$ cat src/fpasmd_pkg.sv
// Package for the binary16/binary32 add, subtract, multiply and divide unit.
// Holds operation and rounding codes, register indexes and datapath widths.
// No dependencies.
`timescale 1ns / 1ps
`default_nettype none

package fpasmd_pkg;

    typedef enum logic [1:0] {
        OP_ADD = 2'd0,
        OP_SUB = 2'd1,
        OP_MUL = 2'd2,
        OP_DIV = 2'd3
    } op_t;

    typedef enum logic [1:0] {
        RM_RTZ = 2'd0,
        RM_RNE = 2'd1,
        RM_RUP = 2'd2,
        RM_RDN = 2'd3
    } rmode_t;

    localparam logic CFG_PRECISION = 1'b0;
    localparam logic CFG_ROUNDING  = 1'b1;

    localparam int OP_W      = 2;
    localparam int WORD_W    = 32;
    localparam int CFG_W     = 2;
    localparam int MAN_W     = 24;
    localparam int ALN_W     = 27;
    localparam int SUM_W     = 28;
    localparam int SIG_W     = 48;
    localparam int EXP_W     = 12;
    localparam int REM_W     = 26;
    localparam int QUO_W     = 27;
    localparam int CNT_W     = 5;
    localparam int DIV_STEPS = 27;

endpackage

`default_nettype wire

$ cat src/fpasmd_if.sv
// Valid/ready channel interfaces for request and result transactions.
// Depends on fpasmd_pkg for the payload widths.
`timescale 1ns / 1ps
`default_nettype none

interface fpasmd_req_if;
    logic                            valid;
    logic                            ready;
    logic [fpasmd_pkg::OP_W-1:0]     req_type;
    logic [fpasmd_pkg::WORD_W-1:0]   operand_a;
    logic [fpasmd_pkg::WORD_W-1:0]   operand_b;

    modport source (output valid, output req_type, output operand_a, output operand_b,
                    input ready);
    modport sink   (input valid, input req_type, input operand_a, input operand_b,
                    output ready);
endinterface

interface fpasmd_res_if;
    logic                            valid;
    logic                            ready;
    logic [fpasmd_pkg::WORD_W-1:0]   result_bits;

    modport source (output valid, output result_bits, input ready);
    modport sink   (input valid, input result_bits, output ready);
endinterface

`default_nettype wire

$ cat src/fp_add_sub_mul_div.sv
// NaN, infinity or mul/div zero operands give their result from decode, a zero sum from the add step;
// other results are normalised, shifted for subnormals and rounded. Divide first pre-normalises (up to 46
// shifts), then takes 27 restoring division steps, then normalise, subnormal shift and round.
// Throughput: one transaction at a time; the next request is taken after the result
// transaction completes. Normalisation shifts by 8 or 1 bits per cycle.
// Reset: binary32, round toward zero, idle with no result pending. Depends on fpasmd_pkg, fpasmd_if.
`timescale 1ns / 1ps
`default_nettype none

module fp_add_sub_mul_div (
    input  wire logic                          clk,
    input  wire logic                          rst_n,
    fpasmd_req_if.sink                         req,
    fpasmd_res_if.source                       res,
    input  wire logic                          cfg_we,
    input  wire logic                          cfg_index,
    input  wire logic [fpasmd_pkg::CFG_W-1:0]  cfg_wdata
);

    typedef enum logic [3:0] {
        S_IDLE, S_DEC, S_ADD, S_MUL, S_DNRM, S_DIV, S_NORM, S_DENORM, S_ROUND, S_OUT
    } state_t;

    localparam int EW = fpasmd_pkg::EXP_W;

    state_t                              state_reg;
    logic                                prec_reg;
    fpasmd_pkg::rmode_t                  rmode_reg;
    fpasmd_pkg::op_t                     op_reg;
    logic [fpasmd_pkg::WORD_W-1:0]       a_reg, b_reg, res_reg;
    logic [fpasmd_pkg::MAN_W-1:0]        ma_reg, mb_reg;
    logic signed [EW-1:0]                xa_reg, xb_reg, e_reg;
    logic                                sa_reg, sb_reg, sign_reg, sticky_reg;
    logic [fpasmd_pkg::SIG_W-1:0]        sig_reg;
    logic [fpasmd_pkg::REM_W-1:0]        rem_reg;
    logic [fpasmd_pkg::QUO_W-1:0]        quo_reg;
    logic [fpasmd_pkg::CNT_W-1:0]        cnt_reg;

    // format constants
    logic [7:0]                          emax;
    logic signed [EW-1:0]                bias_s, f_s;
    logic [fpasmd_pkg::MAN_W-1:0]        hid;
    logic [fpasmd_pkg::WORD_W-1:0]       qnan;

    always_comb
    begin
        emax   = prec_reg ? 8'hFF : 8'h1F;
        bias_s = prec_reg ? EW'(127) : EW'(15);
        f_s    = prec_reg ? EW'(23) : EW'(10);
        hid    = prec_reg ? 24'h800000 : 24'h000400;
        qnan   = prec_reg ? 32'h7FC00000 : 32'h00007E00;
    end

    function automatic logic [31:0] enc(input logic p, input logic s, input logic [7:0] e,
                                        input logic [23:0] fr);
        logic [31:0] r;
        r = p ? {s, e, fr[22:0]} : {16'h0000, s, e[4:0], fr[9:0]};
        return r;
    endfunction

    // operand decode
    logic                  sa, sb, sbe, nan_a, nan_b, ia, ib, za, zb;
    logic [7:0]            ea, eb;
    logic [22:0]           fa, fb;
    logic [23:0]           ma, mb;
    logic signed [EW-1:0]  xa, xb;
    logic                  special;
    logic [31:0]           special_val;

    always_comb
    begin
        if (prec_reg)
        begin
            sa = a_reg[31]; ea = a_reg[30:23]; fa = a_reg[22:0];
            sb = b_reg[31]; eb = b_reg[30:23]; fb = b_reg[22:0];
        end
        else
        begin
            sa = a_reg[15]; ea = {3'b000, a_reg[14:10]}; fa = {13'h0, a_reg[9:0]};
            sb = b_reg[15]; eb = {3'b000, b_reg[14:10]}; fb = {13'h0, b_reg[9:0]};
        end
        ma = (ea != 8'h00) ? ({1'b0, fa} | hid) : {1'b0, fa};
        mb = (eb != 8'h00) ? ({1'b0, fb} | hid) : {1'b0, fb};
        xa = $signed({4'b0000, ((ea != 8'h00) ? ea : 8'h01)}) - bias_s - f_s;
        xb = $signed({4'b0000, ((eb != 8'h00) ? eb : 8'h01)}) - bias_s - f_s;
        nan_a = (ea == emax) && (fa != 23'h0);
        nan_b = (eb == emax) && (fb != 23'h0);
        ia = (ea == emax);
        ib = (eb == emax);
        za = !ia && (ma == 24'h0);
        zb = !ib && (mb == 24'h0);
        sbe = sb ^ (op_reg == fpasmd_pkg::OP_SUB);
        special = 1'b1;
        special_val = qnan;
        case (op_reg)
            fpasmd_pkg::OP_ADD, fpasmd_pkg::OP_SUB:
            begin
                if (nan_a || nan_b)
                    special_val = qnan;
                else if (ia && ib)
                    special_val = (sa == sbe) ? enc(prec_reg, sa, emax, 24'h0) : qnan;
                else if (ia)
                    special_val = enc(prec_reg, sa, emax, 24'h0);
                else if (ib)
                    special_val = enc(prec_reg, sbe, emax, 24'h0);
                else
                    special = 1'b0;
            end
            fpasmd_pkg::OP_MUL:
            begin
                if (nan_a || nan_b || (ia && zb) || (za && ib))
                    special_val = qnan;
                else if (ia || ib)
                    special_val = enc(prec_reg, sa ^ sb, emax, 24'h0);
                else if (za || zb)
                    special_val = enc(prec_reg, sa ^ sb, 8'h00, 24'h0);
                else
                    special = 1'b0;
            end
            default:
            begin
                if (nan_a || nan_b || (za && zb) || (ia && ib))
                    special_val = qnan;
                else if (ia || zb)
                    special_val = enc(prec_reg, sa ^ sb, emax, 24'h0);
                else if (za || ib)
                    special_val = enc(prec_reg, sa ^ sb, 8'h00, 24'h0);
                else
                    special = 1'b0;
            end
        endcase
    end

    // alignment and add
    logic                   swap, sx, sy, add_sign;
    logic [23:0]            mx, my;
    logic signed [EW-1:0]   xx, dd;
    logic [26:0]            big, small0, sh, sm;
    logic [27:0]            sum;

    always_comb
    begin
        swap = xa_reg < xb_reg;
        mx   = swap ? mb_reg : ma_reg;
        my   = swap ? ma_reg : mb_reg;
        xx   = swap ? xb_reg : xa_reg;
        sx   = swap ? sb_reg : sa_reg;
        sy   = swap ? sa_reg : sb_reg;
        dd   = xx - (swap ? xa_reg : xb_reg);
        big    = {mx, 3'b000};
        small0 = {my, 3'b000};
        sh     = 27'h0;
        if (dd >= EW'(27))
            sm = {26'h0, (small0 != 27'h0)};
        else
        begin
            sh = small0 >> dd[4:0];
            sm = sh | {26'h0, ((sh << dd[4:0]) != small0)};
        end
        if (sx == sy)
        begin
            sum = {1'b0, big} + {1'b0, sm};
            add_sign = sx;
        end
        else if (big >= sm)
        begin
            sum = {1'b0, big - sm};
            add_sign = sx;
        end
        else
        begin
            sum = {1'b0, sm - big};
            add_sign = sy;
        end
    end

    // division step
    logic                   ge;
    logic [25:0]            rem_d;
    logic [26:0]            quo_n;

    always_comb
    begin
        ge    = rem_reg >= {2'b00, mb_reg};
        rem_d = ge ? (rem_reg - {2'b00, mb_reg}) : rem_reg;
        quo_n = {quo_reg[25:0], ge};
    end

    // subnormal shift amount
    logic signed [EW-1:0]   kk;
    assign kk = EW'(1) - bias_s - EW'(47) - e_reg;

    // rounding
    logic [23:0]            q;
    logic [24:0]            q1, q2;
    logic                   half, st, inc, q_ovf, is_sub, to_inf;
    logic signed [EW-1:0]   biased;
    logic [31:0]            round_val;

    always_comb
    begin
        q    = prec_reg ? sig_reg[47:24] : {13'h0, sig_reg[47:37]};
        half = prec_reg ? sig_reg[23] : sig_reg[36];
        st   = sticky_reg | (prec_reg ? (sig_reg[22:0] != 23'h0) : (sig_reg[35:0] != 36'h0));
        case (rmode_reg)
            fpasmd_pkg::RM_RNE: inc = half && (st || q[0]);
            fpasmd_pkg::RM_RUP: inc = !sign_reg && (half || st);
            fpasmd_pkg::RM_RDN: inc = sign_reg && (half || st);
            default:            inc = 1'b0;
        endcase
        q1     = {1'b0, q} + {24'h0, inc};
        q_ovf  = prec_reg ? q1[24] : q1[11];
        q2     = q_ovf ? (q1 >> 1) : q1;
        biased = e_reg + EW'(47) + bias_s + (q_ovf ? EW'(1) : EW'(0));
        is_sub = prec_reg ? !q2[23] : !q2[10];
        to_inf = (rmode_reg == fpasmd_pkg::RM_RNE) ||
                 ((rmode_reg == fpasmd_pkg::RM_RUP) && !sign_reg) ||
                 ((rmode_reg == fpasmd_pkg::RM_RDN) && sign_reg);
        if (is_sub)
            round_val = enc(prec_reg, sign_reg, 8'h00, q2[23:0]);
        else if (biased >= $signed({4'b0000, emax}))
            round_val = to_inf ? enc(prec_reg, sign_reg, emax, 24'h0)
                               : enc(prec_reg, sign_reg, emax - 8'h01, 24'hFFFFFF);
        else
            round_val = enc(prec_reg, sign_reg, biased[7:0], q2[23:0]);
    end

    assign req.ready       = (state_reg == S_IDLE);
    assign res.valid       = (state_reg == S_OUT);
    assign res.result_bits = res_reg;

    always_ff @(posedge clk or negedge rst_n)
    begin
        if (!rst_n)
        begin
            state_reg <= S_IDLE;
            prec_reg  <= 1'b1;
            rmode_reg <= fpasmd_pkg::RM_RTZ;
        end
        else
        begin
            if (cfg_we)
            begin
                unique case (cfg_index)
                    fpasmd_pkg::CFG_PRECISION: prec_reg  <= cfg_wdata[0];
                    fpasmd_pkg::CFG_ROUNDING:  rmode_reg <= fpasmd_pkg::rmode_t'(cfg_wdata);
                    default:                   prec_reg  <= prec_reg;
                endcase
            end
            unique case (state_reg)
                S_IDLE:
                begin
                    if (req.valid)
                    begin
                        op_reg    <= fpasmd_pkg::op_t'(req.req_type);
                        a_reg     <= req.operand_a;
                        b_reg     <= req.operand_b;
                        state_reg <= S_DEC;
                    end
                end
                S_DEC:
                begin
                    ma_reg     <= ma;
                    mb_reg     <= mb;
                    xa_reg     <= xa;
                    xb_reg     <= xb;
                    sa_reg     <= sa;
                    sb_reg     <= sbe;
                    sign_reg   <= sa ^ sb;
                    sticky_reg <= 1'b0;
                    if (special)
                    begin
                        res_reg   <= special_val;
                        state_reg <= S_OUT;
                    end
                    else
                    begin
                        case (op_reg)
                            fpasmd_pkg::OP_ADD, fpasmd_pkg::OP_SUB: state_reg <= S_ADD;
                            fpasmd_pkg::OP_MUL:                     state_reg <= S_MUL;
                            default:                                state_reg <= S_DNRM;
                        endcase
                    end
                end
                S_ADD:
                begin
                    if (sum == 28'h0)
                    begin
                        res_reg   <= enc(prec_reg,
                                         (sx == sy) ? sx : (rmode_reg == fpasmd_pkg::RM_RDN),
                                         8'h00, 24'h0);
                        state_reg <= S_OUT;
                    end
                    else
                    begin
                        sig_reg   <= {20'h0, sum};
                        e_reg     <= xx - EW'(3);
                        sign_reg  <= add_sign;
                        state_reg <= S_NORM;
                    end
                end
                S_MUL:
                begin
                    sig_reg   <= ma_reg * mb_reg;
                    e_reg     <= xa_reg + xb_reg;
                    state_reg <= S_NORM;
                end
                S_DNRM:
                begin
                    if ((ma_reg & hid) == 24'h0)
                    begin
                        ma_reg <= ma_reg << 1;
                        xa_reg <= xa_reg - EW'(1);
                    end
                    else if ((mb_reg & hid) == 24'h0)
                    begin
                        mb_reg <= mb_reg << 1;
                        xb_reg <= xb_reg - EW'(1);
                    end
                    else
                    begin
                        rem_reg   <= {2'b00, ma_reg};
                        quo_reg   <= 27'h0;
                        cnt_reg   <= 5'd0;
                        state_reg <= S_DIV;
                    end
                end
                S_DIV:
                begin
                    rem_reg <= rem_d << 1;
                    quo_reg <= quo_n;
                    cnt_reg <= cnt_reg + 5'd1;
                    if (cnt_reg == 5'(fpasmd_pkg::DIV_STEPS - 1))
                    begin
                        sig_reg    <= {21'h0, quo_n};
                        sticky_reg <= (rem_d != 26'h0);
                        e_reg      <= xa_reg - xb_reg - EW'(26);
                        state_reg  <= S_NORM;
                    end
                end
                S_NORM:
                begin
                    if (sig_reg[47:40] == 8'h00)
                    begin
                        sig_reg <= sig_reg << 8;
                        e_reg   <= e_reg - EW'(8);
                    end
                    else if (!sig_reg[47])
                    begin
                        sig_reg <= sig_reg << 1;
                        e_reg   <= e_reg - EW'(1);
                    end
                    else
                        state_reg <= S_DENORM;
                end
                S_DENORM:
                begin
                    if (kk <= EW'(0))
                        state_reg <= S_ROUND;
                    else if (kk > EW'(50))
                    begin
                        sticky_reg <= sticky_reg | (sig_reg != 48'h0);
                        sig_reg    <= 48'h0;
                        e_reg      <= EW'(1) - bias_s - EW'(47);
                        state_reg  <= S_ROUND;
                    end
                    else if (kk >= EW'(8))
                    begin
                        sticky_reg <= sticky_reg | (sig_reg[7:0] != 8'h00);
                        sig_reg    <= sig_reg >> 8;
                        e_reg      <= e_reg + EW'(8);
                    end
                    else
                    begin
                        sticky_reg <= sticky_reg | sig_reg[0];
                        sig_reg    <= sig_reg >> 1;
                        e_reg      <= e_reg + EW'(1);
                    end
                end
                S_ROUND:
                begin
                    res_reg   <= round_val;
                    state_reg <= S_OUT;
                end
                S_OUT:
                begin
                    if (res.ready)
                        state_reg <= S_IDLE;
                end
                default:
                    state_reg <= S_IDLE;
            endcase
        end
    end

endmodule

`default_nettype wire

$ cat src/flat_wrapper.sv
// flat-port wrapper written by rule: the top's interface ports become plain ports
module fp_add_sub_mul_div_flat 
  (clk, rst_n, cfg_we, cfg_index, cfg_wdata, req_valid, req_req_type, req_operand_a, req_operand_b, req_ready, res_valid, res_result_bits, res_ready);
  fpasmd_req_if req_i ();
  fpasmd_res_if res_i ();
  input  wire logic clk;
  input  wire logic rst_n;
  input  wire logic cfg_we;
  input  wire logic cfg_index;
  input  wire logic [fpasmd_pkg::CFG_W-1:0] cfg_wdata;
  input wire logic [$bits(req_i.valid)-1:0] req_valid;
  input wire logic [$bits(req_i.req_type)-1:0] req_req_type;
  input wire logic [$bits(req_i.operand_a)-1:0] req_operand_a;
  input wire logic [$bits(req_i.operand_b)-1:0] req_operand_b;
  output wire logic [$bits(req_i.ready)-1:0] req_ready;
  output wire logic [$bits(res_i.valid)-1:0] res_valid;
  output wire logic [$bits(res_i.result_bits)-1:0] res_result_bits;
  input wire logic [$bits(res_i.ready)-1:0] res_ready;
  assign req_i.valid = req_valid;
  assign req_i.req_type = req_req_type;
  assign req_i.operand_a = req_operand_a;
  assign req_i.operand_b = req_operand_b;
  assign req_ready = req_i.ready;
  assign res_valid = res_i.valid;
  assign res_result_bits = res_i.result_bits;
  assign res_i.ready = res_ready;
  fp_add_sub_mul_div u_core (.clk(clk), .rst_n(rst_n), .req(req_i), .res(res_i), .cfg_we(cfg_we), .cfg_index(cfg_index), .cfg_wdata(cfg_wdata));
endmodule
$ cat config.mk
export PLATFORM = sky130hd
export DESIGN_NAME = fp_add_sub_mul_div_flat
export DESIGN_NICKNAME = d
export VERILOG_FILES = /design/src/fpasmd_pkg.sv /design/src/fpasmd_if.sv /design/src/fp_add_sub_mul_div.sv /design/src/flat_wrapper.sv
export SDC_FILE = /design/constraint.sdc
export NUM_CORES = 2
export LEC_CHECK = 0
export BUFFER_PORTS_ARGS = -buffer_cell sky130_fd_sc_hd__buf_2
export CORE_AREA = 8 8 414 315
export DETAILED_ROUTE_END_ITERATION = 6
export DIE_AREA = 0 0 422 323
export GPL_TIMING_DRIVEN = 0
export PLACE_DENSITY = 0.61
export SLEW_MARGIN = 20
export SYNTH_ARGS = -nofsm -noshare
export SYNTH_HDL_FRONTEND = slang
export SYNTH_SLANG_ARGS = --single-unit
$ cat constraint.sdc
create_clock -name clk -period 29.5 [get_ports clk]
set_input_delay 4.425 -clock clk [delete_from_list [all_inputs] [get_ports clk]]
set_output_delay 4.425 -clock clk [all_outputs]
set_load 0.01 [all_outputs]
# == After elaboration in Yosys (flattened, before gate mapping) ==
# Index checks and enable logic that the tools add are counted.
# word_totals
register_bits,298
input_bits,74
output_inout_bits,34
wordCells,305
# op_classes
add_sub_neg,28
multipliers,1
magnitude_cmp,8
n_eq_ne,35
n_shift,2
muxes,129
bitwise,12
n_reduce_logical,69
# ops
op,n
32-bit 2-to-1 mux,25
48-bit 2-to-1 mux,6
24-bit 2-to-1 mux,10
48-bit case mux with 5 select lines,1
12-bit 2-to-1 mux,12
26-bit 2-to-1 mux,5
26-bit case mux with 2 select lines,2
24-bit zero test,4
24-bit case mux with 2 select lines,2
32-bit case mux with 3 select lines,1
23-bit nonzero test,3
32-bit case mux with 2 select lines,1
12-bit case mux with 5 select lines,1
12-bit subtractor,5
27-bit 2-to-1 mux,2
27-bit subtractor,2
24-bit bitwise AND,2
24-bit by 24-bit multiplier with 48-bit output,1
23-bit by 24-bit OR with 24-bit output,2
12-bit case mux with 2 select lines,2
48-bit nonzero test,1
47-bit 2-to-1 mux,1
23-bit 2-to-1 mux,2
4-bit 2-to-1 mux,11
other kinds (76),180

# == Logic depth before layout (Yosys ltp) ==
# logic_depth
ltp_word,14
mapped_depth,49
ltp_nobuf,43

# == Worst setup path before layout ==
# Ideal clock, no wire load.
# synth_path
kind,reg2reg
from,register u_core.xb_reg[5]
to,"register u_core.e_reg[10], enable pin"
setup_ns,0.470
t_arrival_ns,11.441
slack_ns,17.590
path_stages_with_launch,42
period_less_slack_ns,11.910
path_cell_list,edfxtp_1 > clkbuf_1 > inv_1 > ha_1 > buf_4 > nand4_2 > a211o_1 > nand2_1 > o21ai_1 > clkbuf_1 > clkbuf_1 > o22a_1 > ha_1 > inv_1 > clkbuf_1 > clkbuf_1 > mux4_2 > mux2i_1 > [6 not listed] > nand4_1 > nor3_1 > nor2_1 > inv_1 > ha_1 > clkbuf_1 > nand4_1 > nor3_1 > a41o_1 > a21o_1 > clkbuf_1 > o21ai_1 > and3_1 > o41ai_2 > xnor2_1 > nor4b_4 > and4_1 > nor2_1
# synth_between
elab_chain_len,14
elab_cells_between_ends,25
classes_between,4 x add/sub; 3 x order compare; 3 x eq/ne; 2 x shift; 9 x mux; 1 x bitwise; 3 x reduce/logical
# synth_lines
item,line,rtl
start: declaration,fp_add_sub_mul_div.sv:32,"logic signed [EW-1:0] xa_reg, xb_reg, e_reg;"
start signal: assignment,fp_add_sub_mul_div.sv:318,xb_reg <= xb_reg - EW'(1);
12-bit < comparator,fp_add_sub_mul_div.sv:143,swap = xa_reg < xb_reg;
12-bit 2-to-1 mux (on tied branches),"fp_add_sub_mul_div.sv:146, fp_add_sub_mul_div.sv:149",
12-bit subtractor,fp_add_sub_mul_div.sv:149,dd = xx - (swap ? xa_reg : xb_reg);
27-bit by 5-bit >> shifter with 27-bit output,fp_add_sub_mul_div.sv:157,sh = small0 >> dd[4:0];
27-bit by 5-bit left shift with 27-bit output,fp_add_sub_mul_div.sv:158,"sm = sh | {26'h0, ((sh << dd[4:0]) != small0)};"
27-bit inequality test,fp_add_sub_mul_div.sv:158,
27-bit by 1-bit OR with 27-bit output,fp_add_sub_mul_div.sv:158,
27-bit 2-to-1 mux,fp_add_sub_mul_div.sv:153,if (dd >= EW'(27))
27-bit subtractor (tied with other cells),fp_add_sub_mul_div.sv:172,"sum = {1'b0, sm - big};"
27-bit 2-to-1 mux,fp_add_sub_mul_div.sv:165,else if (big >= sm)
28-bit 2-to-1 mux *,fp_add_sub_mul_div.sv:160,if (sx == sy)
28-bit zero test *,fp_add_sub_mul_div.sv:287,if (sum == 28'h0)
2-bit inequality test (no line) *,-,
6-bit AND reduction (no line) *,-,
end signal: assignment,fp_add_sub_mul_div.sv:297,e_reg <= xx - EW'(3);
end signal: assignment,fp_add_sub_mul_div.sv:305,e_reg <= xa_reg + xb_reg;
end signal: assignment,fp_add_sub_mul_div.sv:337,e_reg <= xa_reg - xb_reg - EW'(26);
end: declaration,fp_add_sub_mul_div.sv:32,
# Mark *: on every way between the ends. The rest lies on a longest branch, timed or not.
# A chain may end at the register's enable or synchronous reset.

# == Worst setup path after layout ==
# layout_path
from,register u_core.xb_reg[7]
to,"register u_core.res_reg, in the netlist u_core.res.result_bits[18], enable pin"
# layout_between
elab_chain_len,14
elab_cells_between_ends,25
classes_between,4 x add/sub; 3 x order compare; 3 x eq/ne; 2 x shift; 9 x mux; 1 x bitwise; 3 x reduce/logical
# layout_lines
item,line,rtl
12-bit < comparator,fp_add_sub_mul_div.sv:143,
12-bit 2-to-1 mux (on tied branches),"fp_add_sub_mul_div.sv:146, fp_add_sub_mul_div.sv:149",
12-bit subtractor,fp_add_sub_mul_div.sv:149,
27-bit by 5-bit >> shifter with 27-bit output,fp_add_sub_mul_div.sv:157,
27-bit by 5-bit left shift with 27-bit output,fp_add_sub_mul_div.sv:158,
27-bit inequality test,fp_add_sub_mul_div.sv:158,
27-bit by 1-bit OR with 27-bit output,fp_add_sub_mul_div.sv:158,
27-bit 2-to-1 mux,fp_add_sub_mul_div.sv:153,
27-bit subtractor (tied with other cells),fp_add_sub_mul_div.sv:172,
27-bit 2-to-1 mux,fp_add_sub_mul_div.sv:165,
28-bit 2-to-1 mux *,fp_add_sub_mul_div.sv:160,
28-bit zero test *,fp_add_sub_mul_div.sv:287,
2-bit by 1-bit inequality test with 1-bit output (no line) *,-,
4-bit AND reduction (no line) *,-,
end signal: assignment,fp_add_sub_mul_div.sv:273,res_reg <= special_val;
end signal: assignment,fp_add_sub_mul_div.sv:289,"res_reg <= enc(prec_reg,"
end signal: assignment,fp_add_sub_mul_div.sv:382,res_reg <= round_val;
end: declaration,fp_add_sub_mul_div.sv:30,"logic [fpasmd_pkg::WORD_W-1:0] a_reg, b_reg, res_reg;"
# Marks and branches as above.

==> metrics <==
status finished, violations left; failing checks design-rule violations; Sink Count 298; most frequent cells in the layout nand2_1, inv_1, fa_1, ha_1, clkbuf_1; Slew HR 13.17%; final worst-path cycle share 53.26%; antenna violations before repair 6; wire length of the first global-routing pass 307700 µm; Seq/Total Area, Yosys 18.67%; RSZ-0062 raised after global routing no; Post-CTS Hold Fix Bufs 0; Final min period 15.71 ns; Critical Path AT 16.03 ns; largest net degree at the start of global routing 57; 1st-pass router iterations 7; Fmax achieved 63.65 MHz; DR DRC count 1; Hold Fails Final Rpt 0; vias in the first global route 43440; Worst Skew 0.03552 ns; H-tree depth 1; final WL 214500 µm; Pins Over Slew Limit 0; max reg flops 48; worst-path maximum fanout 24; clk buf depth 3; wire per inst 28.77 µm; CTS tree yes; WL met2 78640 µm; Post-Synthesis Cells 5615; syn_nets 6544; core area 123600 µm²; Die X 422 µm; Top Layer Used met5; setup bufs post-CTS 0; Metal-1 WL 93870 µm; slowest CP cell a21oi_1; DRT antenna net count 0; Clock Latency Late Sink 0.63 ns; Initial Utilization 38.63%; Most used DFF post-synth edfxtp_1; max-cap violation count 0; Area Growth Syn to Fin 8.596%; Setup crit end kind flop; Port Buf Inserts 107; DR vias 45940; gr ovfl total 0; CTS resizes 0; vias per cell 6.161; Setup crit start kind flop; Die Height 323 µm; Die ar. 136300 µm²; # IOs 108; CP max stage delay 0.97 ns; Clk pin slew, worst setup/hold paths 0.08 ns; Initial DRC Count 7059; Post-synth EDFFs 291; gr usage total 30.19%; gpl congestion 1.043; flops & latches, synth 298; synth unique cells 106; ratio of cells with drive above 1 in the final layout 6.050%; Setup TNS 0 ns; net count reported at finish 6707; WL met3 33460 µm; commonest non-fill, non-tap cell in the layout nand2_1; Worst Path Class, Setup reg -> reg; Ys Warns 0; Final Setup Violations 0; share of flip-flops with an asynchronous set or reset 2.349%; DP Wirelength 173000 µm; Syn Area/Cell 8.503 µm²; Mapped Area 47740 µm²; TritonCTS buffer count 30; standard-cell rows 112; Worst Tran Pin Value 1.302 ns; CTS root buffer clkbuf_16; worst hold path type reg -> reg; worst path required time 29.82 ns
-- synth_stat cells (12+ instances only) --
library cell  count  share of area, %
nand2_1         754               5.9
inv_1           701               5.5
fa_1            490                21
ha_1            365               9.6
clkbuf_1        311               2.4
nor2_1          301               2.4
edfxtp_1        291                18
a21oi_1         279               2.9
o21ai_0         264               2.8
and2_1          182               2.4
nand3_1         151               1.6
xnor2_1         122               2.2
nor3_1           98               1.0
mux2i_1          86               1.8
a21o_1           83               1.3
and3_1           71              0.93
nand4_1          59              0.77
nor4_1           57              0.75
xor2_1           55               1.0
a211oi_1         48              0.75
a31oi_1          45              0.59
o21bai_1         45              0.71
nand2b_1         42              0.55
o211ai_1         38              0.60
or3_1            38              0.50
a22oi_1          37              0.58
a221oi_1         34              0.62
a211o_1          31              0.57
mux4_2           30               1.4
nor2b_1          29              0.38
o21a_1           29              0.46
buf_1            28              0.22
mux2_2           28              0.66
o22ai_1          27              0.35
o31ai_1          26              0.41
buf_2            22              0.23
o221ai_1         19              0.35
a222oi_1         17              0.36
and4_1           17              0.31
a21boi_0         15              0.24
o2111ai_1        15              0.28
or2_2            15              0.20
or4_1            15              0.24
a2111oi_0        13              0.24
o21ai_1          12              0.13
-- through the flow --
step,instances,hold WS (ns),instance area [µm²],worst slack (ns),util (%)
2_1_floorplan,5615,0.5092,47740,17.59,-
3_3_place_gp,7375,0.5445,50350,11.30,40.73
3_5_place_dp,7398,0.5499,50790,14.66,41.09
4_1_cts,7454,0.5674,51820,14.59,41.93
5_1_grt,7455,0.5987,51840,13.36,41.94
6_report,7457,0.5630,51850,13.79,41.95
-- critical path, delay by kind of cell (launching register included) --
family	cells	cell delay (ns)
multiplexers	2	0.69
flip-flops	1	0.56
buffers and inverters	9	2.90
XOR/XNOR	1	0.30
AND/OR/NAND/NOR	10	3.13
AO/OA/AOI/OAI	16	6.91
adder cells (fa/ha/maj)	3	0.80
-- logic make-up (layout without fill, tap and decap cells) --
logic type / Yosys count / in the layout / synth area share, %
multiplexers: 145 / 145 / 3.908
flip-flops: 298 / 298 / 18.67
adder cells (fa/ha/maj): 856 / 856 / 30.13
other: 0 / 2 / 0
AND/OR/NAND/NOR: 1864 / 1864 / 18.64
buffers and inverters: 1073 / 1260 / 8.549
AO/OA/AOI/OAI: 1202 / 1202 / 16.85
XOR/XNOR: 177 / 177 / 3.247
-- per-layer routing --
layer  up-vias  GRT usage (%)
met1     22500          44.67
met3       399          12.44
met2      3383          39.25
li1      19650              -
met5         -         0.9719
met4         8          9.176
-- area by class of cell --
class / count / area, µm²
Sequential cell: 298 / 8915
Multi-Input combinational cell: 4244 / 34860
Fill cell: 12650 / 71750
Clock inverter: 20 / 245.2
Clock buffer: 36 / 793.3
Tap cell: 1653 / 2068
Antenna cell: 2 / 5.005
Timing Repair Buffer: 131 / 858.3
Inverter: 705 / 2646
Buffer: 368 / 1453
-- worst paths after layout --
kind,from,end,slack [ns],cells after the start
setup / recovery,u_core.xb_reg[7]$_DFFE_PP_,u_core.res.result_bits[18]$_DFFE_PP_,13.79,41
hold / removal,u_core.a_reg[7]$_DFFE_PP_,u_core.ma_reg[7]$_DFFE_PP_,0.56,2
setup reg to reg,u_core.xb_reg[7]$_DFFE_PP_,u_core.res.result_bits[18]$_DFFE_PP_,13.79,41
hold reg to reg,u_core.a_reg[7]$_DFFE_PP_,u_core.ma_reg[7]$_DFFE_PP_,0.56,2
max in group asynchronous,rst_n,u_core.prec_reg$_DFFE_PN1P_,25.50,1
min in group asynchronous,rst_n,u_core.rmode_reg[0]$_DFFE_PN0P_,3.70,1
Power is not shown: default switching activity piles up to over one toggle a cycle in this logic, so the estimate is an artifact.
